--- src/rtl/pqt_pkg.sv ---
`timescale 1ns / 1ps
`default_nettype none

package pqt_pkg;

    // Geometry widths
    localparam int COORD_BITS = 32;
    localparam int DIFF_W     = COORD_BITS + 1;
    localparam int PROD_W     = 2 * DIFF_W;
    localparam int CROSS_W    = PROD_W + 1;
    localparam int NUM_VERTS  = 4;

    // Tolerance register
    localparam int               TOL_W     = 20;
    localparam logic [TOL_W-1:0] TOL_RESET = TOL_W'(43);

    // Input word: query point and the four vertices in edge order
    typedef struct packed {
        logic signed [COORD_BITS-1:0] point_x;
        logic signed [COORD_BITS-1:0] point_y;
        logic signed [COORD_BITS-1:0] v0_x;
        logic signed [COORD_BITS-1:0] v0_y;
        logic signed [COORD_BITS-1:0] v1_x;
        logic signed [COORD_BITS-1:0] v1_y;
        logic signed [COORD_BITS-1:0] v2_x;
        logic signed [COORD_BITS-1:0] v2_y;
        logic signed [COORD_BITS-1:0] v3_x;
        logic signed [COORD_BITS-1:0] v3_y;
    } query_t;

    // Output word
    typedef struct packed {
        logic inside_res;
        logic on_edge;
    } result_t;

    // Per-edge flags that ride along the pipeline
    typedef struct packed {
        logic [NUM_VERTS-1:0] in_box;
        logic [NUM_VERTS-1:0] straddle;
        logic [NUM_VERTS-1:0] rising;
    } edge_flags_t;

    // After the difference stage
    typedef struct packed {
        logic [NUM_VERTS-1:0][DIFF_W-1:0] dx;
        logic [NUM_VERTS-1:0][DIFF_W-1:0] dyp;
        logic [NUM_VERTS-1:0][DIFF_W-1:0] dy;
        logic [NUM_VERTS-1:0][DIFF_W-1:0] dxp;
        edge_flags_t                      flags;
    } prep_t;

    // After the product stage
    typedef struct packed {
        logic [NUM_VERTS-1:0][PROD_W-1:0] pa;
        logic [NUM_VERTS-1:0][PROD_W-1:0] pb;
        edge_flags_t                      flags;
    } prod_t;

    // After the cross product stage
    typedef struct packed {
        logic [NUM_VERTS-1:0][CROSS_W-1:0] xprod;
        edge_flags_t                       flags;
    } cross_t;

endpackage

`default_nettype wire

--- src/rtl/pqt_judge.sv ---
`timescale 1ns / 1ps
`default_nettype none

module pqt_judge
    import pqt_pkg::*;
(
    input  wire logic             clk,
    input  wire logic             rst_n,
    input  wire logic [TOL_W-1:0] tolerance,
    input  wire logic             cross_valid,
    output logic                  cross_ready,
    input  wire cross_t           cross_data,
    output logic                  result_valid,
    input  wire logic             result_ready,
    output result_t               result
);

    logic [CROSS_W-1:0]   tol_ext;
    logic [NUM_VERTS-1:0] hit_next;
    logic [NUM_VERTS-1:0] toggle_next;
    logic [NUM_VERTS-1:0] hit_reg;
    logic [NUM_VERTS-1:0] toggle_reg;
    logic                 flag_valid_reg;
    result_t              result_next;
    result_t              result_reg;
    logic                 result_valid_reg;
    logic                 advance_flag;
    logic                 advance_result;

    assign tol_ext = CROSS_W'(tolerance);

    // Decide per edge: near-collinear inside the box, and ray crossing
    always_comb
    begin
        hit_next    = '0;
        toggle_next = '0;
        for (int i = 0; i < NUM_VERTS; i++)
        begin
            hit_next[i] = cross_data.flags.in_box[i] &&
                          ($signed(cross_data.xprod[i]) <= $signed(tol_ext)) &&
                          ($signed(cross_data.xprod[i]) >= -$signed(tol_ext));
            if (cross_data.flags.rising[i])
            begin
                toggle_next[i] = cross_data.flags.straddle[i] &&
                                 !cross_data.xprod[i][CROSS_W-1];
            end
            else
            begin
                toggle_next[i] = cross_data.flags.straddle[i] &&
                                 (cross_data.xprod[i][CROSS_W-1] ||
                                  cross_data.xprod[i] == '0);
            end
        end
    end

    // Fold the edges into parity and the on-edge flag
    always_comb
    begin
        result_next.on_edge    = |hit_reg;
        result_next.inside_res = (|hit_reg) || (^toggle_reg);
    end

    // Stage enables, back to front
    assign advance_result = !result_valid_reg || result_ready;
    assign advance_flag   = !flag_valid_reg || advance_result;
    assign cross_ready    = advance_flag;

    always_ff @(posedge clk or negedge rst_n)
    begin
        if (!rst_n)
        begin
            flag_valid_reg   <= 1'b0;
            result_valid_reg <= 1'b0;
        end
        else
        begin
            if (advance_flag)
            begin
                flag_valid_reg <= cross_valid;
            end
            if (advance_result)
            begin
                result_valid_reg <= flag_valid_reg;
            end
        end
    end

    always_ff @(posedge clk)
    begin
        if (advance_flag && cross_valid)
        begin
            hit_reg    <= hit_next;
            toggle_reg <= toggle_next;
        end
        if (advance_result && flag_valid_reg)
        begin
            result_reg <= result_next;
        end
    end

    assign result_valid = result_valid_reg;
    assign result       = result_reg;

endmodule

`default_nettype wire

--- config.mk ---
export PLATFORM = sky130hd
export DESIGN_NAME = pqt_judge
export DESIGN_NICKNAME = d
export VERILOG_FILES = /design/src/rtl/pqt_pkg.sv /design/src/rtl/pqt_judge.sv
export SDC_FILE = /design/constraint.sdc
export NUM_CORES = 1
export LEC_CHECK = 0
export BUFFER_PORTS_ARGS = -buffer_cell sky130_fd_sc_hd__buf_2
export CORE_MARGIN = 3
export CORE_UTILIZATION = 38
export CTS_BUF_LIST = sky130_fd_sc_hd__clkbuf_2 sky130_fd_sc_hd__clkbuf_4 sky130_fd_sc_hd__clkbuf_8
export DETAILED_ROUTE_END_ITERATION = 8
export GPL_ROUTABILITY_DRIVEN = 1
export MAX_ROUTING_LAYER = met4
export PLACE_DENSITY = 0.67
export SYNTH_ARGS = -nofsm -noshare
export SYNTH_HDL_FRONTEND = slang
export SYNTH_SLANG_ARGS = --single-unit
--- constraint.sdc ---
create_clock -name clk -period 2.9 [get_ports clk]
set_input_delay 0.435 -clock clk [delete_from_list [all_inputs] [get_ports clk]]
set_output_delay 0.435 -clock clk [all_outputs]
set_load 0.02 [all_outputs]
== Word-level counts from Yosys, hierarchy flattened ==
Cells that the tools add are included.

* Flip-flop bits (word level): 12
* Bits of input ports: 304
* Output and inout bits: 4
* Word-level logic and storage cells: 56

* Add/sub/neg operators: 1
* Magnitude comparators: 8
* Muxes and demuxes: 4
* Reduce and logical (&&, ||, !) cells: 37

{| class="wikitable"
|+ Operators by type and width
! cell !! number
|-
| 67-bit greater-or-equal comparator || 4
|-
| 67-bit by 21-bit less-or-equal comparator with 1-bit output || 4
|-
| 67-bit logical NOT || 4
|-
| 20-bit negation with 67-bit output || 1
|-
| 1-bit logical AND || 18
|-
| 1-bit logical OR || 7
|-
| 1-bit logical NOT || 6
|-
| 1-bit two-way mux || 4
|-
| 4-bit OR reduction || 1
|-
| 4-bit XOR reduction || 1
|}

== Depth between registers and ports, before layout ==
Gate-level depths: netlist of the first run.

* Depth after elaboration: 4
* Gate-level depth with buffers: 17
* Mapped depth without buffers: 16

== Least setup slack after synthesis of the first run ==
Ideal clock, no wire load.

* Kind: input port to flip-flop
* Start: in tolerance[2]
* End: reg hit_reg[0], data pin
* Library setup time: 0.259 ns
* Arrival time: 3.994 ns
* Required time: 2.641 ns
* Setup slack: -1.353 ns
* Cell stages on the path: 15
* Buffers on the path: 1
* Cell sequence: nor4_1 nand2_1 nor3_1 nand2_1 clkbuf_1 nor3_1 ha_1 a21oi_1 nand2_1 a221oi_1 a21oi_1 a2111oi_0 o221ai_1 xor2_1 a21oi_1

* Longest elaborated chain between the ends: 3
* Elaborated cells on any way between the ends: 5
* Those cells by class: add/sub: 1; order compare: 2; reduce/logical: 2

{| class="wikitable"
|+ Ends and longest elaborated chain
! element !! RTL line !! text
|-
| from (decl) || pqt_judge.sv:9 || <nowiki>input wire logic [TOL_W-1:0] tolerance,</nowiki>
|-
| 20-bit negation with 67-bit output / 67-bit by 21-bit less-or-equal comparator with 1-bit output (equally long branches) || pqt_judge.sv:41, pqt_judge.sv:40 ||
|-
| 67-bit greater-or-equal comparator / 1-bit logical AND (equally long branches) || pqt_judge.sv:41, pqt_judge.sv:39 ||
|-
| 1-bit logical AND * || pqt_judge.sv:40 || <nowiki>($signed(cross_data.xprod[i]) <= $signed(tol_ext)) &&</nowiki>
|-
| via hit_next[0] || pqt_judge.sv:19 || <nowiki>logic [NUM_VERTS-1:0] hit_next;</nowiki>
|-
| to (signal assigned) || pqt_judge.sv:92 || <nowiki>hit_reg <= hit_next;</nowiki>
|-
| to (decl) || pqt_judge.sv:21 || <nowiki>logic [NUM_VERTS-1:0] hit_reg;</nowiki>
|}

Mark *: on every way through the listed nets, which the timed path passes. The rest lies on a longest branch.
A chain may end at the register's enable or synchronous reset.

== Worst setup path in the final report of the first run ==
* Start: in tolerance[3]
* End: reg hit_reg[2], data pin

Same word-level chain as after synthesis.

==> results of run 1 <==
==> power by group <==
part | leakage, uW | total, uW | internal (uW) | switching, uW
clock | 0.0000288 | 198 | 120 | 78.0
combinational | 0.00694 | 1300 | 586 | 709
sequential | 0.000116 | 206 | 201 | 4.93
total | 0.00708 | 1700 | 907 | 792
==> layout make-up <==
| class | count | area share, % |
|---|---|---|
| Multi-Input combinational cell | 1070 | 67.33 |
| Timing Repair Buffer | 529 | 25.66 |
| Tap cell | 313 | 2.942 |
| Sequential cell | 12 | 2.632 |
| Inverter | 34 | 0.9588 |
| Clock buffer | 4 | 0.4136 |
| Antenna cell | 3 | 0.05640 |
==> routing by layer <==
layer,vias up,global-route usage [%]
li1,5608,-
met4,0,13.29
met1,5384,36.46
met2,533,50.33
met5,-,-
met3,115,3.787
==> worst max-delay path: stages <==
cell	delay [ps]
buf_6	100
nor4_4	300
nand2_1	130
nor3_2	230
nand2_1	120
buf_12	170
nor3_4	240
buf_4	200
ha_1	140
nand4_1	140
or4_4	550
nor3b_2	190
and4bb_1	260
a2111oi_2	80
nand2_1	100
xor2_1	160
a21oi_1	90
==> synthesized netlist by cell type, drive strengths merged, types with 2 or more instances <==
cell type	instances
ha	345
a21oi	121
nand4	79
nand2	78
nor4	75
o21ai	61
nor3	49
nor2	45
a21o	40
inv	34
nand3	32
a211oi	22
xnor2	17
a221oi	13
and3	11
edfxtp	10
nand2b	9
nor2b	9
o21a	6
xor2	6
and4	5
clkbuf	5
o211ai	4
or4	4
a2111oi	3
a31oi	3
and2	3
nand3b	3
o31ai	3
or3	3
a221o	2
dfrtp	2
o221ai	2
o41ai	2
==> kinds of logic after synthesis <==
family                   after synthesis
AO/OA/AOI/OAI                        293
XOR/XNOR                              23
adder cells (fa/ha/maj)              345
buffers and inverters                 40
flip-flops                            12
AND/OR/NAND/NOR                      409
==> how the worst min path moves through the flow <==
stage | cells past startpoint | startpoint | to | slack, ps
detailed placement | 1 | rst_n | result_valid | 220
global placement | 1 | rst_n | result_valid | 220
finish | 2 | cross_valid | flag_valid_reg | 390
floorplan | 0 | rst_n | flag_valid_reg | 140
CTS | 2 | cross_valid | flag_valid_reg | 400
global route | 2 | cross_valid | flag_valid_reg | 410
==> what timing repair did <==
| action | 4_1_cts | 5_1_grt |
|---|---|---|
| hold endpoints to repair | 2 | 0 |
| hold buffers | 1 | 0 |
| endpoints found under the setup margin | 4 | 4 |
| setup buffers | 19 | 8 |
| resized for setup | 49 | 18 |
| pin swaps | 34 | 25 |
==> stage by stage <==
stage | hold slack (ps) | total power, uW
final | 394.7 | 1700
after detailed placement | 221.2 | 1442
after global placement | 221.7 | 1405
after CTS | 400.8 | 1666
after floorplan | 139.4 | 776.0
after global routing | 413.6 | 1840
==> reports/qor.csv, run 1 <==
stage;metric;value;unit
pwr;irDropWorstVdd;159.9;uV
final_layout;layout_commonest_cell;ha_1;
worst_setup_path;end_kind;register;
run_status;violations;setup timing;
final_layout;fillers;2113;
placement;dp_slack;-1098;ps
sta;max_slew_margin;59.14;%
sta;worst_clock_skew;10.38;ps
worst_setup_path;worst_setup_path_start_kind;input pin;
placement;postPlaceCellArea;0.01268;mm^2
sta;rsz0062_at_grt;true;
logic_synthesis;synth-edff-count;10;
worst_setup_path;path_class;input pin to register;
logic_synthesis;avgSynthCellArea;8.012;um^2
logic_synthesis;synth_area_leaders;ha_1 (48%), a21oi_1 (6.7%), nand4_1 (5.5%);
route;drtAntennaViolNets;0;
route;num_vias;11640;
logic_synthesis;synthSimpleGateAreaFrac;24.36;%
worst_setup_path;r2r_start;hit_reg[0];
worst_setup_path;required;2890;ps
sta;setup_ws;-722.5;ps
clock_tree;clkTransAtPathRegs;70;ps
grt;antenna_found_initial;3;
final_layout;mostFrequentLayoutCells;ha_1 (340), buf_2 (305), buf_4 (195);
logic_synthesis;synthArstFlopShare;16.67;%
route;drt-vias-per-instance;5.924;
logic_synthesis;synthDistinctLibCells;52;
route;drt-initial-drc-count;842;
grt;grt-ovfl-total;0;
logic_synthesis;synth_area;0.008990;mm^2
clock_tree;cts_root_buf;clkbuf_8;
logic_synthesis;synth_top_area_share;48.02;%
worst_setup_path;crit_fanout;6;
worst_setup_path;critPathLaunch;tolerance[3];
final_layout;regArea;350.3;um^2
sta;fin_crit_sh;124.9;%
logic_synthesis;syn_nets;1771;
sta;hold_violations;0;
placement;portBuffers;307;
die;dieArea;0.02554;mm^2
die;fp.coreArea;0.02292;mm^2
logic_synthesis;synth-compound-area-share;19.82;%
logic_synthesis;synthAdderAreaFrac;48.02;%
die;initial_core_util;39.23;%
logic_synthesis;synth_seq_area_share;3.897;%
grt;grt_max_degree;18;
clock_tree;htreeDepth;1;
worst_setup_path;r2r-end;result[1];
worst_setup_path;arrival;3620;ps
run_status;status;finished, violations left;
job;drv_cap;0;
sta;setup_viol;4;
route;wl_met2;18830;um
logic_synthesis;synth_cells;1122;
logic_synthesis;synth_ff_type;edfxtp_1;
final_layout;final_util;58.08;%
route;wire_per_inst;20.22;um
route;drt_pass1_iterations;5;
worst_setup_path;ff2ff_setup_slack;1510;ps
sta;finalMaxSlewViolations;0;
grt;gr-usage-all-layers;30.14;%
clock_tree;clkLatencyLatePin;250;ps
clock_tree;tritoncts;yes;
route;highest-signal-layer;met4;
logic_synthesis;ys.warnings.count;0;
placement;dp.cells;1932;
final_layout;finalInstanceArea;0.01331;mm^2
placement;place_congestion;1.024;
logic_synthesis;synth_top_family_by_area;adder cells;
grt;grt_pass1_vias;11560;
logic_synthesis;ys_ff_latch;12;
route;wl_met3;2797;um
final_layout;stdcell_count;1965;
final_layout;multi_input_area;0.008962;mm^2
clock_tree;clock_sinks;12;
die;row_count;55;
route;drt_wl_total;39730;um
grt;grt_pass1_wl;60310;um
sta;fin_tns_setup;-2659;ps
route;drc_errors;0;
logic_synthesis;synth_xor_area_share;2.241;%
hold_path;hold_class;input pin to register;
logic_synthesis;yosysTopAreaCell;ha_1;
worst_setup_path;reg2regPathDepth;2;
logic_synthesis;muxShareOfSynthArea;0;%
sta;max_freq;276.1;MHz
die;dieWidth;159.8;um
pwr;p_per_area;127.7;mW/mm^2
die;io_pins;308;
pwr;cellLeakagePower;0.007083;uW
sta;final.min_clock_period;3623;ps
final_layout;syn_to_final_growth;48.06;%
sta;worst_slew_pin_slew;608.3;ps
final_layout;final_nets;2299;
die;fp.dieH;159.8;um
clock_tree;numCtsBuffers;3;
route;met1_length;16250;um
final_layout;layout-drive-gt1-share;35.90;%
worst_setup_path;crit_path_end;hit_reg[2];
clock_tree;clockBufferDepth;2;
placement;hpwl;34800;um
No activity file was read; power rests on OpenSTA's default activity.
==> run 2: changes to the inputs <==
Settings changed: GPL_TIMING_DRIVEN set to 0, REMOVE_ABC_BUFFERS set to 1.
==> run 2 against run 1 <==
  * The run still ends with setup timing left
  * Clock power fell by 16%
  * Register-to-register slack improved by 70 ps
  * Sequential cell count did not move
  * Power fell by 7.8%
  * First-iteration DRC count fell by 7.2%
  * Die area did not move
  * Count of clock-buffer cells in the layout did not move
  * Non-clock buffer count fell by 103
==> reports/qor.csv, run 2 (synthesis results as in run 1) <==
stage;metric;value;unit
run_status;status;finished, violations left;
run_status;violations;setup timing;
route;wl_met2;18490;um
pwr;cellLeakagePower;0.006689;uW
placement;dp_slack;-2691;ps
clock_tree;numCtsBuffers;3;
worst_setup_path;crit_chain;buf_6 -> nor4_4 -> nand2_2 -> nor3_4 -> nand2_4 -> buf_12 -> buf_4 -> o21ai_0 -> nand2b_1 -> ha_1 -> nand2_1 -> nor3_1 -> nand2_1 -> and4bb_2 -> a2111oi_4 -> nand2_1 -> xor2_2 -> a21oi_2;
route;met1_length;17070;um
sta;max_freq;259.0;MHz
worst_setup_path;path_class;input pin to register;
pwr;combPwrFrac;76.3;%
pwr;power_frac_seq;13.1;%
clock_tree;clock_sinks;12;
sta;max_slew_margin;35.42;%
hold_path;hold_class;input pin to register;
grt;grt_max_degree;22;
worst_setup_path;arrival;3900;ps
sta;rsz0062_at_grt;true;
sta;hold_slack;421.8;ps
worst_setup_path;crit_family;simple AND/OR/NAND/NOR gates;
placement;place_congestion;0.9679;
die;initial_core_util;39.23;%
worst_setup_path;r2r_start;hit_reg[1];
route;drt_pass1_iterations;5;
grt;antenna_found_initial;15;
worst_setup_path;path_buf_inv;3;
pwr;swShare;48.17;%
worst_setup_path;critPathLaunch;tolerance[3];
worst_setup_path;cp_slowest_cell;ha_1;
sta;setup_viol;4;
worst_setup_path;end_kind;register;
final_layout;layout_commonest_cell;ha_1;
grt;gr-usage-all-layers;30.24;%
clock_tree;tritoncts;yes;
worst_setup_path;crit_fanout;6;
final_layout;layout-drive-gt1-share;33.91;%
die;dieArea;0.02554;mm^2
route;drt-vias-per-instance;6.077;
die;fp.dieH;159.8;um
route;drtAntennaViolNets;0;
sta;worst_clock_skew;8.571;ps
sta;hold_violations;0;
final_layout;syn_to_final_growth;43.52;%
die;fp.coreArea;0.02292;mm^2
final_layout;mostFrequentLayoutCells;ha_1 (331), buf_2 (304), a21oi_1 (118);
route;wire_per_inst;21.56;um
grt;grt-ovfl-total;0;
pwr;clockPowerShare;10.6;%
clock_tree;cts_root_buf;clkbuf_8;
sta;fin_tns_setup;-3396;ps
clock_tree;clockBufferDepth;2;
hold_path;min_from;cross_valid;
route;num_vias;11410;
job;drv_cap;0;
placement;hpwl;32880;um
route;highest-signal-layer;met4;
worst_setup_path;max_stage_delay;350;ps
sta;finalMaxSlewViolations;0;
route;drt_wl_total;40460;um
final_layout;fillers;2133;
sta;worst_slew_pin_slew;968.6;ps
grt;grt_pass1_wl;60460;um
pwr;internal-power;812.5;uW
die;row_count;55;
die;dieWidth;159.8;um
clock_tree;htreeDepth;1;
clock_tree;clkTransAtPathRegs;50;ps
sta;setup_ws;-960.5;ps
placement;portBuffers;307;
worst_setup_path;worst_setup_path_start_kind;input pin;
final_layout;final_nets;2198;
worst_setup_path;required;2940;ps
sta;fin_crit_sh;133.1;%
grt;grt_pass1_vias;11310;
pwr;switching_power;755.2;uW
clock_tree;clkLatencyLatePin;240;ps
route;drc_errors;0;
pwr;irDropWorstVdd;128.2;uV
route;wl_met3;3168;um
worst_setup_path;cpMostUsedCell;nand2_1;
die;io_pins;308;
sta;final.min_clock_period;3860;ps
route;drt-initial-drc-count;781;
pwr;p_per_area;121.5;mW/mm^2
==> run 2: changes by cell type in the layout (fill, tap and decap cells not counted), moves of 7 or more <==
cell,before,now
buf_4,195,84
diode_2,3,16
buf_6,16,25
ha_1,340,331
ha_4,5,13
buf_12,11,4
buf_8,1,8
==> run 2: path summary, 6_finish.rpt <==
path	end	slack, ps	depth (start not counted)
max	hit_reg[2]	-960	18
min	flag_valid_reg	420	2
max reg2reg	result[1]	1580	2
min reg2reg	result_valid	480	1
max in group asynchronous	flag_valid_reg	2290	2
min in group asynchronous	result_valid	520	2
==> run 2: through the flow <==
stage | power, uW | cell area, um^2 | cells | utilization, %
2_1_floorplan | 762.1 | 8967 | 1116 | -
3_3_place_gp | 1248 | 10900 | 1736 | 47.55
3_5_place_dp | 1282 | 11140 | 1750 | 48.63
4_1_cts | 1510 | 12400 | 1835 | 54.11
5_1_grt | 1726 | 12900 | 1876 | 56.29
6_report | 1568 | 12900 | 1877 | 56.30
==> run 2: area by class of cell <==
cell class | instances | area, um^2 | area share (%)
repair buffers | 426 | 2644 | 20.49
well taps | 313 | 391.6 | 3.035
clock buffers | 4 | 48.80 | 0.3782
inverters | 34 | 145.1 | 1.125
multi-input cells | 1072 | 9283 | 71.95
flip-flops and latches | 12 | 350.3 | 2.715
diodes | 16 | 40.04 | 0.3103
==> run 2: power by group through the flow <==
stage / Sequential, uW / Combinational [uW] / Clock, uW
finish: 205 / 1200 / 166
global route: 206 / 1330 / 186
CTS: 205 / 1140 / 167
detailed placement: 209 / 1070 / 0
global placement: 208 / 1040 / 0
floorplan: 210 / 552 / 0
==> run 2: timing repair <==
item	CTS	global route
hold buffers	1	0
endpoints found under the hold margin	2	0
resized for setup	102	43
cloned	3	0
setup endpoints to repair	4	4
setup buffers	77	28
pin swaps	54	56
==> run 2: routing by layer <==
| layer | track usage (%) | vias up |
|---|---|---|
| met5 | - | - |
| met4 | 13.06 | 0 |
| met3 | 4.825 | 125 |
| met2 | 48.39 | 543 |
| met1 | 37.80 | 5304 |
| li1 | - | 5434 |
